--- config.mk ---
export PLATFORM = sky130hd
export DESIGN_NAME = linear_probe_hash_table
export DESIGN_NICKNAME = d
export VERILOG_FILES = /design/src/rtl/core/lpht_pkg.sv /design/src/rtl/core/linear_probe_hash_table.sv /design/src/rtl/core/lpht_ram.sv
export SDC_FILE = /design/constraint.sdc
export NUM_CORES = 1
export LEC_CHECK = 0
export BUFFER_PORTS_ARGS = -buffer_cell sky130_fd_sc_hd__buf_2
export CELL_PAD_IN_SITES_DETAIL_PLACEMENT = 1
export CELL_PAD_IN_SITES_GLOBAL_PLACEMENT = 1
export CORE_MARGIN = 2
export CORE_UTILIZATION = 45
export DETAILED_ROUTE_END_ITERATION = 12
export PLACE_DENSITY_LB_ADDON = 0.3
export REMOVE_ABC_BUFFERS = 1
export SLEW_MARGIN = 10
export SYNTH_ARGS = -nofsm -noshare
export SYNTH_HDL_FRONTEND = slang
export SYNTH_SLANG_ARGS = --single-unit
--- constraint.sdc ---
create_clock -name aclk -period 8.4 [get_ports aclk]
set_input_delay 1.68 -clock aclk [delete_from_list [all_inputs] [get_ports aclk]]
set_output_delay 1.68 -clock aclk [all_outputs]
set_load 0.1 [all_outputs]
--- src/rtl/core/lpht_pkg.sv ---
// ----------------------------------------------------------------------------
// Linear probe hash table package
// Table geometry, status codes and the request and response types.
// ----------------------------------------------------------------------------
`default_nettype none

package lpht_pkg;

    localparam int TABLE_SIZE = 13;
    localparam int KEY_BITS   = 31;

    localparam int SLOT_W = (TABLE_SIZE > 1) ? $clog2(TABLE_SIZE) : 1;
    localparam int CNT_W  = $clog2(TABLE_SIZE + 1);

    localparam int RECIP_SHIFT = KEY_BITS + SLOT_W;
    localparam int RECIP_W     = KEY_BITS + 1;
    localparam int PROD_W      = KEY_BITS + RECIP_W;
    localparam int QUOT_W      = RECIP_W - SLOT_W;

    localparam logic [RECIP_W-1:0] RECIP_M =
        RECIP_W'(((64'd1 << RECIP_SHIFT) + 64'(TABLE_SIZE - 1)) / 64'(TABLE_SIZE));

    localparam logic MODE_INSERT = 1'b0;
    localparam logic MODE_SEARCH = 1'b1;

    localparam logic [1:0] STATUS_OK   = 2'd0;
    localparam logic [1:0] STATUS_MISS = 2'd1;
    localparam logic [1:0] STATUS_FULL = 2'd2;

    typedef struct packed {
        logic        mode;
        logic [30:0] key;
    } lpht_req_t;

    typedef struct packed {
        logic [1:0] status;
        logic [3:0] slot;
        logic [3:0] probes;
    } lpht_rsp_t;

endpackage

`default_nettype wire

--- src/rtl/core/linear_probe_hash_table.sv ---
// ----------------------------------------------------------------------------
// Linear probe hash table
// Open-addressing table with linear probing; inserts and searches keys.
// ----------------------------------------------------------------------------
// A request on the s_ channel carries a mode (insert or search) and a key.
// Each request yields exactly one response on the m_ channel with a status,
// the slot that was stored or found, and the probe count of a search.
// The block works on one request at a time. At acceptance the key is
// multiplied by a fixed reciprocal of the table size; in the next cycle the
// home slot is formed from the quotient and its entry of the key RAM is read.
// The probe loop then checks one slot per cycle over 1 to TABLE_SIZE slots,
// and the emit state loads the response into the output register once it is
// free. s_ready rises together with m_valid, so a new request is accepted
// only after the response of the last one has been loaded.
// Reset clears every occupancy flag, so the table starts empty; the key RAM
// holds no reset value and its data decides a match only where a flag is set.
// If the receiver stalls, the response waits in the output register, and a
// finished request whose response cannot yet be loaded holds the block.
// ----------------------------------------------------------------------------
`default_nettype none

module linear_probe_hash_table
    import lpht_pkg::*;
(
    input  wire logic      aclk,
    input  wire logic      aresetn,
    input  wire logic      s_valid,
    output logic           s_ready,
    input  wire lpht_req_t s_req,
    output logic           m_valid,
    input  wire logic      m_ready,
    output lpht_rsp_t      m_rsp
);

    typedef enum logic [1:0] {
        S_IDLE,
        S_HASH,
        S_PROBE,
        S_EMIT
    } state_t;

    state_t                state_reg, state_next;
    logic                  mode_reg, mode_next;
    logic [KEY_BITS-1:0]   key_reg, key_next;
    logic [QUOT_W-1:0]     quot_reg, quot_next;
    logic [SLOT_W-1:0]     pos_reg, pos_next;
    logic [CNT_W-1:0]      cnt_reg, cnt_next;
    logic [TABLE_SIZE-1:0] used_reg, used_next;
    lpht_rsp_t             pend_reg, pend_next;
    logic                  m_valid_reg, m_valid_next;
    lpht_rsp_t             m_rsp_reg, m_rsp_next;

    logic [PROD_W-1:0]     hash_prod;
    logic [SLOT_W-1:0]     home_slot;
    logic [SLOT_W-1:0]     pos_inc;
    logic [CNT_W-1:0]      cnt_inc;
    logic                  last_probe;
    logic                  slot_empty;
    logic                  key_match;

    logic                  ram_wr_en;
    logic                  ram_rd_en;
    logic [SLOT_W-1:0]     ram_rd_addr;
    logic [KEY_BITS-1:0]   ram_rd_data;

    lpht_ram #(
        .WIDTH (KEY_BITS),
        .DEPTH (TABLE_SIZE)
    ) u_key_ram (
        .aclk    (aclk),
        .wr_en   (ram_wr_en),
        .wr_addr (pos_reg),
        .wr_data (key_reg),
        .rd_en   (ram_rd_en),
        .rd_addr (ram_rd_addr),
        .rd_data (ram_rd_data)
    );

    assign hash_prod  = PROD_W'(KEY_BITS'(s_req.key)) * PROD_W'(RECIP_M);
    assign home_slot  = key_reg[SLOT_W-1:0] - SLOT_W'(quot_reg * QUOT_W'(TABLE_SIZE));
    assign pos_inc    = (pos_reg == SLOT_W'(TABLE_SIZE - 1)) ? '0 : pos_reg + 1'b1;
    assign cnt_inc    = cnt_reg + 1'b1;
    assign last_probe = (cnt_inc == CNT_W'(TABLE_SIZE));
    assign slot_empty = !used_reg[pos_reg];
    assign key_match  = (ram_rd_data == key_reg);

    always_comb begin
        state_next   = state_reg;
        mode_next    = mode_reg;
        key_next     = key_reg;
        quot_next    = quot_reg;
        pos_next     = pos_reg;
        cnt_next     = cnt_reg;
        used_next    = used_reg;
        pend_next    = pend_reg;
        m_valid_next = m_valid_reg && !m_ready;
        m_rsp_next   = m_rsp_reg;
        ram_wr_en    = 1'b0;
        ram_rd_en    = 1'b0;
        ram_rd_addr  = pos_reg;

        unique case (state_reg)
            S_IDLE: begin
                if (s_valid) begin
                    mode_next  = s_req.mode;
                    key_next   = KEY_BITS'(s_req.key);
                    quot_next  = hash_prod[PROD_W-1:RECIP_SHIFT];
                    pos_next   = '0;
                    state_next = S_HASH;
                end
            end
            S_HASH: begin
                ram_rd_en   = 1'b1;
                ram_rd_addr = home_slot;
                pos_next    = home_slot;
                cnt_next    = '0;
                state_next  = S_PROBE;
            end
            S_PROBE: begin
                if (mode_reg == MODE_INSERT) begin
                    if (slot_empty || key_match) begin
                        ram_wr_en          = 1'b1;
                        used_next[pos_reg] = 1'b1;
                        pend_next.status   = STATUS_OK;
                        pend_next.slot     = 4'(pos_reg);
                        pend_next.probes   = '0;
                        state_next         = S_EMIT;
                    end else if (last_probe) begin
                        pend_next.status = STATUS_FULL;
                        pend_next.slot   = '0;
                        pend_next.probes = '0;
                        state_next       = S_EMIT;
                    end
                end else begin
                    if (!slot_empty && key_match) begin
                        pend_next.status = STATUS_OK;
                        pend_next.slot   = 4'(pos_reg);
                        pend_next.probes = 4'(cnt_inc);
                        state_next       = S_EMIT;
                    end else if (slot_empty || last_probe) begin
                        pend_next.status = STATUS_MISS;
                        pend_next.slot   = '0;
                        pend_next.probes = 4'(cnt_inc);
                        state_next       = S_EMIT;
                    end
                end
                if (state_next == S_PROBE) begin
                    ram_rd_en   = 1'b1;
                    ram_rd_addr = pos_inc;
                    pos_next    = pos_inc;
                    cnt_next    = cnt_inc;
                end
            end
            S_EMIT: begin
                if (!m_valid_reg || m_ready) begin
                    m_rsp_next   = pend_reg;
                    m_valid_next = 1'b1;
                    state_next   = S_IDLE;
                end
            end
            default: begin
                state_next = S_IDLE;
            end
        endcase
    end

    always_ff @(posedge aclk) begin
        if (!aresetn) begin
            state_reg   <= S_IDLE;
            used_reg    <= '0;
            m_valid_reg <= 1'b0;
        end else begin
            state_reg   <= state_next;
            used_reg    <= used_next;
            m_valid_reg <= m_valid_next;
        end
        mode_reg  <= mode_next;
        key_reg   <= key_next;
        quot_reg  <= quot_next;
        pos_reg   <= pos_next;
        cnt_reg   <= cnt_next;
        pend_reg  <= pend_next;
        m_rsp_reg <= m_rsp_next;
    end

    assign s_ready = (state_reg == S_IDLE);
    assign m_valid = m_valid_reg;
    assign m_rsp   = m_rsp_reg;

endmodule

`default_nettype wire

--- src/rtl/core/lpht_ram.sv ---
// ----------------------------------------------------------------------------
// Generic RAM
// One write port and one read port with registered read data.
// ----------------------------------------------------------------------------
`default_nettype none

module lpht_ram #(
    parameter int WIDTH  = 8,
    parameter int DEPTH  = 16,
    parameter int ADDR_W = (DEPTH > 1) ? $clog2(DEPTH) : 1
) (
    input  wire logic              aclk,
    input  wire logic              wr_en,
    input  wire logic [ADDR_W-1:0] wr_addr,
    input  wire logic [WIDTH-1:0]  wr_data,
    input  wire logic              rd_en,
    input  wire logic [ADDR_W-1:0] rd_addr,
    output logic      [WIDTH-1:0]  rd_data
);

    logic [WIDTH-1:0] mem [DEPTH];

    always_ff @(posedge aclk) begin
        if (wr_en) begin
            mem[wr_addr] <= wr_data;
        end
        if (rd_en) begin
            rd_data <= mem[rd_addr];
        end
    end

endmodule

`default_nettype wire

==> results summary <==
After clock tree synthesis, the flow added hold-fix buffers numbering 0. The normalized max-slew margin came out at 0.06061. The final estimated routing congestion in global placement is 0.8814.

The floorplan core area came out at 68950 um^2. Summing every instance area after synthesis gives 31470 um^2. After synthesis, the share of flip-flops with an asynchronous set or reset is 0. The number of buffers inserted to repair setup after CTS is 0. The number of buffers inserted during clock tree synthesis is 53. The chip width is 268.4 um.

The clock drives 514 sinks. Across the whole layout, storage elements account for 15270 um^2. In this run the clock root is driven by a sky130_fd_sc_hd__clkbuf_16.

In the post-synthesis netlist, the biggest area contributors are sky130_fd_sc_hd__edfxtp_1 (48%), sky130_fd_sc_hd__fa_1 (16%), sky130_fd_sc_hd__ha_1 (9.4%). Counting distinct cell types in the post-synthesis netlist gives 68. The residual DRC count came out at 0. The wire length of the first global-routing pass is 136.3 mm. In this run the count of I/O pins placed on the die edge is 48. The hold violation total from the final report is 0. In the synthesized netlist the dominant register cell turns out to be sky130_fd_sc_hd__edfxtp_1. After detailed routing, the number of vias per cell comes to 5.656. In the global route stage, overall resource usage came out at 0.2550. The maximum fanout encountered on the critical timing path is 9. By count the netlist is led by sky130_fd_sc_hd__inv_1 (554), sky130_fd_sc_hd__edfxtp_1 (498), sky130_fd_sc_hd__fa_1 (245). The mean post-synth cell area is 13.12 um^2. Setup repair after global routing left no endpoint under its margin.

The worst setup path is of the input port to flop kind. The starting density of the core came out at 0.4564. Based on the critical path, the design can be clocked at up to 129.6 MHz. The number of buffers inserted by port buffering came out at 47. The number of vias in the routed layout came out at 19361. Walking the worst path, the cells encountered are buf_2 > inv_1 > fa_1 > inv_1 > fa_1 > inv_1 > fa_1 > fa_1 > inv_1 > ha_1 > inv_1 > fa_1 > inv_1 > fa_1 > ha_1 > a2111oi_0 > a21o_1 > a21oi_1 > o41ai_1 > xnor2_1. In this run the worst hold path is classified as flop to flop. Yosys mapped a number of flops with a built-in enable equal to 498. The largest buffer count on any clock path is 3.

Entering global routing, the biggest net connects 109 pins. The post-DP HPWL came out at 56.77 mm. Of the post-synthesis cell area, the dominant cell type holds 0.4752.

Of the synthesized area, sequential elements account for 0.4854. The final max-slew violation count came out at 0. Setup violations remaining at the end of the flow were counted as 0.

The count of placed standard cells including taps came out at 3323. The cell row count came out at 96. The required time reported for the critical path endpoint came out at 8.76 ns. The via count of the first global-routing pass is 21998. Among all cell types in the netlist, the one instantiated most often is sky130_fd_sc_hd__inv_1.

The data arrival time of the critical path is 8.07 ns. In the final routed layout, each cell accounts on average for 25.95 um. The share of post-route cells with drive strength above 1 is 0.1284. The cell family contributing the most delay on the critical path is adder cells. The synthesized design contains 514 register bits. The area overhead of the layout relative to synthesis is 10.00%. The fraction of the cycle the final worst path needs came out at 0.9185. Across the run, the number of max-cap violations was 0. The register with the most flip-flops in the layout has 403 of them. The TritonCTS clock tree is done.

The total detailed-routing wirelength is 88.82 mm. The depth of the CTS H-tree is 2. The number of search-and-repair iterations in the first detailed-routing pass came out at 6.

The die height is 268.4 um. The post-route minimum period is 7.716 ns. For the pin with the worst max-slew slack, the measured transition is 1.374 ns. Global routing finished with a remaining overflow of 0.

The detailed router finished its first iteration with 1520 violations. The repair_antennas step left the layout with diodes totalling 0. The slowest stage of the critical path belongs to the cell sky130_fd_sc_hd__a2111oi_0.

The clock latency reported for the late side of the worst-skew pair came out at 0.63 ns. After clock tree synthesis, the repair step resized 0 gates. The number of antenna violations at the first check in global routing came to 0. The count of buffering cells on the critical path with inverters included came out at 7. The CTS clock-pin slew for the worst setup and hold paths came out at 0.06 ns. The cell count after synthesis came out at 2399. The total area of multi-input combinational cells came out at 13770 um^2. The worst stage delay on the critical path is 1.09 ns. The Yosys step of the flow raised 0 warnings. The filler cell count in the final layout is 6986.

The non-filler instance count after layout came out at 3423. The utilization of the core after routing is 0.5021. The cell taking the most area after synthesis is sky130_fd_sc_hd__edfxtp_1. The run finished with clean final reports. The launching element type of the critical path is an input port. Summed over all failing endpoints, the final setup total negative slack is 0 ns. The die covers 72060 um^2. The worst setup path is captured at a flop. The count of nets left with antenna violations once routing finished came out at 0. The setup clock skew after layout is 0.06377 ns. In the final design database the tool counted 2965 nets.
## per-stage QoR
step | hold WS (ns) | worst slack, ns | cell area, um^2
final | 0.4091 | 0.6845 | 34620
after global routing | 0.4176 | 0.4914 | 34620
after CTS | 0.4134 | 0.7571 | 34620
after detailed placement | 0.4057 | 0.1262 | 32890
after global placement | 0.4046 | 0.2300 | 32890
after floorplan | 0.4003 | 0.7670 | 30980
## area by class of cell
class / count / share of cell area
multi-input cells: 1231 / 0.3977
inverters: 556 / 0.06029
flip-flops and latches: 514 / 0.4412
repair buffers: 91 / 0.01706
well taps: 931 / 0.03365
clock buffers: 61 / 0.03918
clock inverters: 39 / 0.01084
## cells in the final DEF, fill, tap and decap left out, types with 8 or more instances in the layout
cell,count
sky130_fd_sc_hd__inv_1,554
sky130_fd_sc_hd__edfxtp_1,498
sky130_fd_sc_hd__fa_1,245
sky130_fd_sc_hd__ha_1,237
sky130_fd_sc_hd__o221ai_1,91
sky130_fd_sc_hd__nand2_1,81
sky130_fd_sc_hd__o211ai_1,62
sky130_fd_sc_hd__o211ai_2,61
sky130_fd_sc_hd__clkbuf_16,53
sky130_fd_sc_hd__mux2_2,48
sky130_fd_sc_hd__buf_2,47
sky130_fd_sc_hd__buf_4,42
sky130_fd_sc_hd__xor2_1,40
sky130_fd_sc_hd__and2_1,38
sky130_fd_sc_hd__nand3_1,37
sky130_fd_sc_hd__a31oi_1,33
sky130_fd_sc_hd__xnor2_1,30
sky130_fd_sc_hd__o2111ai_1,30
sky130_fd_sc_hd__a21oi_1,21
sky130_fd_sc_hd__nor2_1,19
sky130_fd_sc_hd__o21a_1,17
sky130_fd_sc_hd__dfxtp_1,16
sky130_fd_sc_hd__mux2_1,15
sky130_fd_sc_hd__o21ai_0,14
sky130_fd_sc_hd__clkinv_2,13
sky130_fd_sc_hd__clkinv_1,13
sky130_fd_sc_hd__nor2_4,11
sky130_fd_sc_hd__a21o_1,9
sky130_fd_sc_hd__nor2b_1,9
sky130_fd_sc_hd__clkbuf_1,8
## path summary, 6_finish.rpt
kind,start,to,slack [ns],depth (start not counted)
worst max-delay path,s_req[13],quot_reg[2]$_DFFE_PP_,0.68,20
worst min-delay path,pend_reg[3]$_SDFFCE_PN0P_,m_rsp[3]$_DFFE_PP_,0.41,0
worst max register to register,key_reg[2]$_DFFE_PP_,u_key_ram.rd_data[18]$_DFFE_PP_,2.38,15
worst min register to register,pend_reg[3]$_SDFFCE_PN0P_,m_rsp[3]$_DFFE_PP_,0.41,0
## worst reg2reg max path: stages, from the launching register on
cell	delay, ns
sky130_fd_sc_hd__edfxtp_1	0.86
sky130_fd_sc_hd__inv_1	0.15
sky130_fd_sc_hd__ha_1	0.35
sky130_fd_sc_hd__xnor2_1	0.17
sky130_fd_sc_hd__xor2_1	0.22
sky130_fd_sc_hd__inv_1	0.07
sky130_fd_sc_hd__ha_1	0.18
sky130_fd_sc_hd__or2_2	0.32
sky130_fd_sc_hd__fa_1	0.46
sky130_fd_sc_hd__and2_1	0.18
sky130_fd_sc_hd__a31oi_1	0.75
sky130_fd_sc_hd__o21a_4	0.76
sky130_fd_sc_hd__buf_4	0.70
sky130_fd_sc_hd__o211ai_1	0.19
sky130_fd_sc_hd__a31oi_1	0.27
sky130_fd_sc_hd__o211ai_2	0.10
## routing by layer
metal	part of all wire	vias up	GRT usage	wire, um
li1	-	8428	-	-
met1	0.41	10129	0.3285	35990
met2	0.51	637	0.4497	45540
met3	0.050	167	0.02822	4463
met4	0.032	0	0.08529	2822
met5	0	-	0	0
## cell families (layout without fill, tap and decap cells)
kind of cell / Yosys count / count (layout) / share of synthesized area
adder cells (fa/ha/maj): 482 / 482 / 0.2501
buffers and inverters: 654 / 747 / 0.08194
multiplexers: 69 / 69 / 0.02485
AO/OA/AOI/OAI: 369 / 369 / 0.1004
flip-flops: 514 / 514 / 0.4854
AND/OR/NAND/NOR: 241 / 241 / 0.03785
XOR/XNOR: 70 / 70 / 0.01948
Power is left out: the tool's default activity adds up to more than one toggle a clock period on the data nets, which glitch-free logic cannot reach.
